==> src/design/assert_macros.svh <==
`ifndef ASSERT_MACROS_SVH
`define ASSERT_MACROS_SVH

// same-cycle implication, sampled on clk, off while rst_n is low
`define RTPH_ASSERT_IMPL(lbl, ante, cons, msg) \
  lbl: assert property (@(posedge clk) disable iff (!rst_n) (ante) |-> (cons)) \
    else $error(msg);

// next-cycle implication, sampled on clk, off while rst_n is low
`define RTPH_ASSERT_NEXT(lbl, ante, cons, msg) \
  lbl: assert property (@(posedge clk) disable iff (!rst_n) (ante) |=> (cons)) \
    else $error(msg);

`endif

==> src/design/rtph_pkg.sv <==
`default_nettype none
package rtph_pkg;

  localparam int COORD_BITS = 21;
  localparam int FRAC_BITS  = 10;
  localparam int PACK_BITS  = 63;
  localparam int DIST_BITS  = 32;
  localparam int DIST_FRAC  = 16;
  localparam int EPS_BITS   = 40;
  localparam int NRM_OUT    = 43;
  localparam int MAG_BITS   = 64;

  localparam int LB    = COORD_BITS + 1;
  localparam int NW    = 2 * COORD_BITS + 1;
  localparam int VW    = 2 * COORD_BITS + 2;
  localparam int PLW   = 2 * COORD_BITS + 3;
  localparam int PHW   = 2 * COORD_BITS + 2;
  localparam int SW    = 3 * COORD_BITS + 5;
  localparam int SW1   = SW + 1;
  localparam int NUM_SHIFT = DIST_BITS - DIST_FRAC;

  localparam int FSTAGES  = 7;
  localparam int QDEPTH   = 4;
  localparam int PTR_BITS = $clog2(QDEPTH);
  localparam int CNT_BITS = $clog2(QDEPTH + 1);

  localparam logic [DIST_BITS-1:0] MIN_DIST_RST = DIST_BITS'(66);
  localparam logic [EPS_BITS-1:0]  EPS_RST      = EPS_BITS'(10737);

  typedef enum logic {
    REG_MIN_DIST = 1'b0,
    REG_EPS      = 1'b1
  } reg_idx_t;

  typedef struct packed {
    logic                           miss;
    logic [MAG_BITS-1:0]            den;
    logic [MAG_BITS-1:0]            num;
    logic [2:0][NW-1:0]             nrm;
    logic [2:0][COORD_BITS-1:0]     rd;
  } q_t;

  typedef struct packed {
    logic                           miss;
    logic                           sat;
    logic [MAG_BITS-1:0]            rem;
    logic [MAG_BITS-1:0]            den;
    logic [NUM_SHIFT-1:0]           nlo;
    logic [DIST_BITS-1:0]           q;
    logic [2:0][NW-1:0]             nrm;
    logic [2:0][COORD_BITS-1:0]     rd;
  } dv_t;

endpackage
`default_nettype wire

==> src/design/rtph_fifo.sv <==
`default_nettype none
`include "assert_macros.svh"
module rtph_fifo import rtph_pkg::*; (
  input  logic clk,
  input  logic rst_n,
  input  logic push,
  input  q_t   wdata,
  output logic full,
  input  logic pop,
  output q_t   rdata,
  output logic nempty
);

  q_t                  mem_r [QDEPTH];
  logic [PTR_BITS-1:0] wp_r, wp_nxt, rp_r, rp_nxt;
  logic [CNT_BITS-1:0] cnt_r, cnt_nxt;

  always_comb begin
    wp_nxt  = wp_r + PTR_BITS'(push);
    rp_nxt  = rp_r + PTR_BITS'(pop);
    cnt_nxt = cnt_r + CNT_BITS'(push) - CNT_BITS'(pop);
  end

  always_ff @(posedge clk) begin
    if (!rst_n) begin
      wp_r  <= '0;
      rp_r  <= '0;
      cnt_r <= '0;
    end else begin
      wp_r  <= wp_nxt;
      rp_r  <= rp_nxt;
      cnt_r <= cnt_nxt;
    end
  end

  always_ff @(posedge clk) begin
    if (push) begin
      mem_r[wp_r] <= wdata;
    end
  end

  assign rdata  = mem_r[rp_r];
  assign full   = (cnt_r == CNT_BITS'(QDEPTH));
  assign nempty = (cnt_r != '0);

  `RTPH_ASSERT_IMPL(a_no_overflow, push, cnt_r != CNT_BITS'(QDEPTH), "push into full queue")
  `RTPH_ASSERT_IMPL(a_no_underflow, pop, cnt_r != '0, "pop from empty queue")
  `RTPH_ASSERT_NEXT(a_count_up, push && !pop, cnt_r == $past(cnt_r) + CNT_BITS'(1),
                    "queue count lost a transaction")

endmodule
`default_nettype wire

==> config.mk <==
export PLATFORM = sky130hd
export DESIGN_NAME = rtph_fifo
export DESIGN_NICKNAME = d
export VERILOG_FILES = /design/src/design/rtph_pkg.sv /design/src/design/rtph_fifo.sv
export VERILOG_INCLUDE_DIRS = /design/src /design/src/design
export SDC_FILE = /design/constraint.sdc
export NUM_CORES = 1
export LEC_CHECK = 0
export BUFFER_PORTS_ARGS = -buffer_cell sky130_fd_sc_hd__buf_2
export CORE_MARGIN = 2
export CORE_UTILIZATION = 33
export DETAILED_ROUTE_END_ITERATION = 16
export GPL_TIMING_DRIVEN = 1
export PLACE_DENSITY = 0.58
export SYNTH_ARGS = -nofsm -noshare
export SYNTH_HDL_FRONTEND = slang
export SYNTH_SLANG_ARGS = --single-unit
export TNS_END_PERCENT = 100
==> constraint.sdc <==
create_clock -name clk -period 57.8 [get_ports clk]
set_input_delay 17.34 -clock clk [delete_from_list [all_inputs] [get_ports clk]]
set_output_delay 17.34 -clock clk [all_outputs]
set_load 0.05 [all_outputs]
## Word level (Yosys, flattened, before mapping)

Memories as Yosys holds them, arrays and structs flattened. A register that Yosys moved wholly into a read port is not among the register bits.
Cells that the tools add are included.

| word-level totals | value |
|---|---|
| bits in latches | 0 |
| bits in registers | 7 |
| bits of input ports | 325 |
| memories | 1 |
| logic and storage cells | 13 |
| ROM bits | 0 |
| output and inout bits | 323 |
| bits in writable memories | 1284 |

| cells by class | value |
|---|---|
| multipliers | 0 |
| bitwise operators | 0 |
| add/subtract/negate cells | 4 |
| order comparisons | 0 |
| div/mod/pow operators | 0 |
| equality and inequality tests | 1 |
| multiplexer cells | 3 |
| reductions and logical operators | 1 |
| shifts and indexed selects | 0 |

Memories:

| memory | words | width | rd ports | clocked after memory_dff | write ports | line | source |
|---|---|---|---|---|---|---|---|
| mem_r | 4 | 321 | 1 | 1 | 1 | rtph_fifo.sv:14 | `q_t mem_r [QDEPTH];` |

Operators with widths:

| operator | number |
|---|---|
| $add 2x1->2 | 2 |
| $add 3x1->3 | 1 |
| $eq 3x3->1 const B | 1 |
| $reduce_bool 3->1 | 1 |
| $sub 3x1->3 | 1 |
| $mux 1 | 2 |
| $mux 2 | 1 |

## Logic depth before layout (Yosys ltp)

| depth | value |
|---|---|
| word-level depth | 2 |
| mapped depth | 7 |
| depth with buffers taken out | 7 |

## Least setup slack after synthesis

OpenSTA, ideal clock, no wires.

| timing path | value |
|---|---|
| path kind | input to register |
| start | in push |
| end | mem mem_r[0][0] in the netlist's numbering, enable pin |
| stages on the path | 1 |
| setup slack | 16208 ps |
| buffers on the path | 0 |
| data arrival time | 40132 ps |
| data required time | 56340 ps |
| setup time | 1460 ps |
| path through | nor3b_1 |

| between the ends | value |
|---|---|
| cells in the longest elaborated chain, start to end | 2 |

RTL lines:

| item | line | source |
|---|---|---|
| start: declaration | rtph_fifo.sv:6 | `input logic push,` |
| $mux 1 | rtph_fifo.sv:37 | `if (push) begin` |
| $mux 1 (implied by the code) | rtph_fifo.sv:38 | `mem_r[wp_r] <= wdata;` |
| end: declaration | rtph_fifo.sv:14 |  |

Every way passes these cells.

==> flow_summary.ini <==
[detailed_routing]
first_pass_iters = 5
routed_wl_mm = 99.42
vias_per_cell = 4.691
routedWlPerCell_um = 22.28
drc = 0
num_vias = 20930
ant_nets = 0
drtIter0Drc = 1259

[synth]
synth.most_common_cell = edfxtp_1
synth_ff_type = edfxtp_1
post-synth-top-area-cell = edfxtp_1
yosysWarnings = 0
synth-seq-cells = 1291
synthCells = 1710
avgSynthCellArea_um2 = 27.48
yosysTopAreaCellShare_pct = 82.06
synth.area.top_cells = edfxtp_1 (82%), mux4_2 (15%), buf_12 (1.4%), buf_2 (0.32%), dfxtp_1 (0.30%)
synth_area_um2 = 46990
synth_cell_types = 20
ys_seq_area_share_pct = 82.36
synth-edff-count = 1284
ys_top_cells_by_count = edfxtp_1 (1,284), mux4_2 (321), buf_12 (32)
synthArstFlopShare_pct = 0
syn_nets = 2040

[clock_network]
clk_pin_slew_ns = 0.06
cts_buffers = 137
hold_buffers = 0
clk_path_buf_depth = 3
cts_setup_buffers = 0
htreeDepth = 4
clock_latency_ns = 0.73
ctsResizeCount = 0
cts_sinks = 1291
cts_tree = done
root_buffer = clkbuf_16

[grt]
grt.total_usage_pct = 13.47
first_global_vias = 22500
grt_pass1_wl_mm = 147.0
grt_max_degree = 134
grt_antenna_before_repair = 44
grt_overflow_total = 0

[floorplan]
die_x_um = 381.3
core-area_um2 = 141400
initial_core_util_pct = 33.23
fp.dieH_um = 381.3
rows = 138
die_area_um2 = 145400
pin_count = 648

[pwr]
ir_drop_uv = 31.09
seqPwrFrac_pct = 48.8
power.leakage_nw = 18.53
switching_power_mw = 0.5696
total_power_mw = 2.230
switching_share_pct = 25.54
power.density_nw_per_um2 = 39.56
pwr-share-clk_pct = 37.6
p_int_mw = 1.660
combPwrFrac_pct = 13.6

[sta]
period_share_pct = 39.05
setup_violations = 0
relSlewSlack_pct = 28.18
clock_skew_ns = 0.02102
min_period_ns = 22.57
max_freq_mhz = 44.31
finalHoldViolations = 0
rsz0062_at_grt = false
drv_slew = 0
worstMarginPinSlew_ns = 1.077
finalSetupTns_ns = 0

[worst_setup_path]
cp.arrival_ns = 5.23
worstPathRequired_ns = 40.46
crit_family = buffers and inverters
cp_slowest_cell = dfxtp_4
cp_max_fo = 98
start_kind = register
cp_cell_sequence = buf_4, buf_12, buf_4, mux4_2, buf_2
crit_type = reg -> out
end_kind = output pin
cpMostUsedCell = buf_4
worst_path_largest_cell_delay_ns = 0.88
critPathBufInv = 4

[cells_and_area]
drive_above_1_share_pct = 46.24
area_growth_pct = 19.97
nNetsFinal = 2782
fin_util_pct = 39.86
fin_area_um2 = 56370

[placed_design]
dp.final_hpwl_mm = 61.92
place_area_um2 = 52030
io_buffers = 647
place.gp.congestion = 0.7979

[job]
cap_violations = 0

[run_status]
status = complete, no violations

[worst_hold_path]
hold_class = reg -> reg
==> area by class of cell <==
| cell class | instances | area, um2 |
|---|---|---|
| inverters | 4 | 15.01 |
| flip-flops and latches | 1291 | 38700 |
| well taps | 1890 | 2365 |
| diodes | 23 | 57.56 |
| fillers | 12440 | 85050 |
| repair buffers | 675 | 3498 |
| clock inverters | 60 | 636.9 |
| clock buffers | 177 | 3642 |
| multi-input cells | 343 | 7447 |
==> worst min-delay path: cells and delay by family (launching register included) <==
kind | cells | cell delay [ns]
xor+xnor | 1 | 0.14
flops | 1 | 0.36
simple gates | 1 | 0.12
==> metrics by stage <==
step	hold WS [ns]	setup WS, ns	cells
CTS	0.6492	34.95	4440
global route	0.6978	34.66	4455
global placement	0.6091	35.88	4203
detailed placement	0.6351	35.80	4203
floorplan	0.5675	16.21	1710
finish	0.6486	35.23	4463
==> cells in the final DEF (no fill, tap or decap) <==
cell type / n
and2_1: 7
and3b_4: 1
clkinv_8: 1
nand2_1: 1
and3_1: 1
diode_2: 23
buf_12: 4
dfxtp_1: 5
clkbuf_1: 37
buf_4: 24
fa_1: 1
inv_16: 2
clkinvlp_4: 2
edfxtp_1: 1284
dfxtp_4: 2
ha_1: 4
nor3b_2: 1
or3_1: 1
xor2_1: 2
clkinv_2: 15
inv_1: 4
buf_2: 647
clkbuf_16: 140
inv_6: 5
xnor3_1: 1
nor2_4: 1
clkinv_1: 23
mux4_2: 321
and3_4: 1
bufinv_16: 12
==> state kept, by name, indices dropped and copies added, names as in the netlist <==
signal,count
cnt_r,3
rp_r,2
wp_r,2
mem_r,1284
==> worst paths after layout <==
| path | start | end | slack, ns | depth (start not counted) |
|---|---|---|---|---|
| worst max register to register | wp_r[1]$_SDFF_PN0_ | mem_r[0][203]$_DFFE_PP_ | 53.55 | 5 |
| worst min register to register | wp_r[1]$_SDFF_PN0_ | wp_r[1]$_SDFF_PN0_ | 0.65 | 2 |
| worst min-delay path | wp_r[1]$_SDFF_PN0_ | wp_r[1]$_SDFF_PN0_ | 0.65 | 2 |
| worst max-delay path | rp_r[0]$_SDFF_PN0_ | rdata[212] | 35.23 | 5 |
==> kinds of logic (layout without fill, tap and decap cells) <==
| group | after synthesis | after routing | synth area share (%) |
|---|---|---|---|
| xor gates and xnor gates | 3 | 3 | 0.08522 |
| adders and majority gates | 5 | 5 | 0.1491 |
| buffers and inverters | 76 | 916 | 1.835 |
| DFF | 1291 | 1291 | 82.36 |
| muxes | 321 | 321 | 15.39 |
| other | 0 | 23 | 0 |
| and+or+nand+nor | 14 | 14 | 0.1837 |
==> power groups by stage <==
stage / clock network (mW) / logic, mW / registers, mW
after floorplan: 0 / 0.232 / 1.13
after global placement: 0 / 0.305 / 1.11
after detailed placement: 0 / 0.308 / 1.11
after CTS: 0.863 / 0.309 / 1.09
after global routing: 0.897 / 0.318 / 1.09
final: 0.838 / 0.304 / 1.09
==> per-layer routing <==
metal  vias up  part of all wire (%)  track usage, %  wire, um
li1       9002                     -               -         -
met5         -                  0.26               0       260
met1     11050                    38           15.78     38070
met2       648                    51           22.38     50600
met4        44                   2.4           4.919      2395
met3       194                   8.1           5.306      8092
No activity file was read; power rests on OpenSTA's default activity.
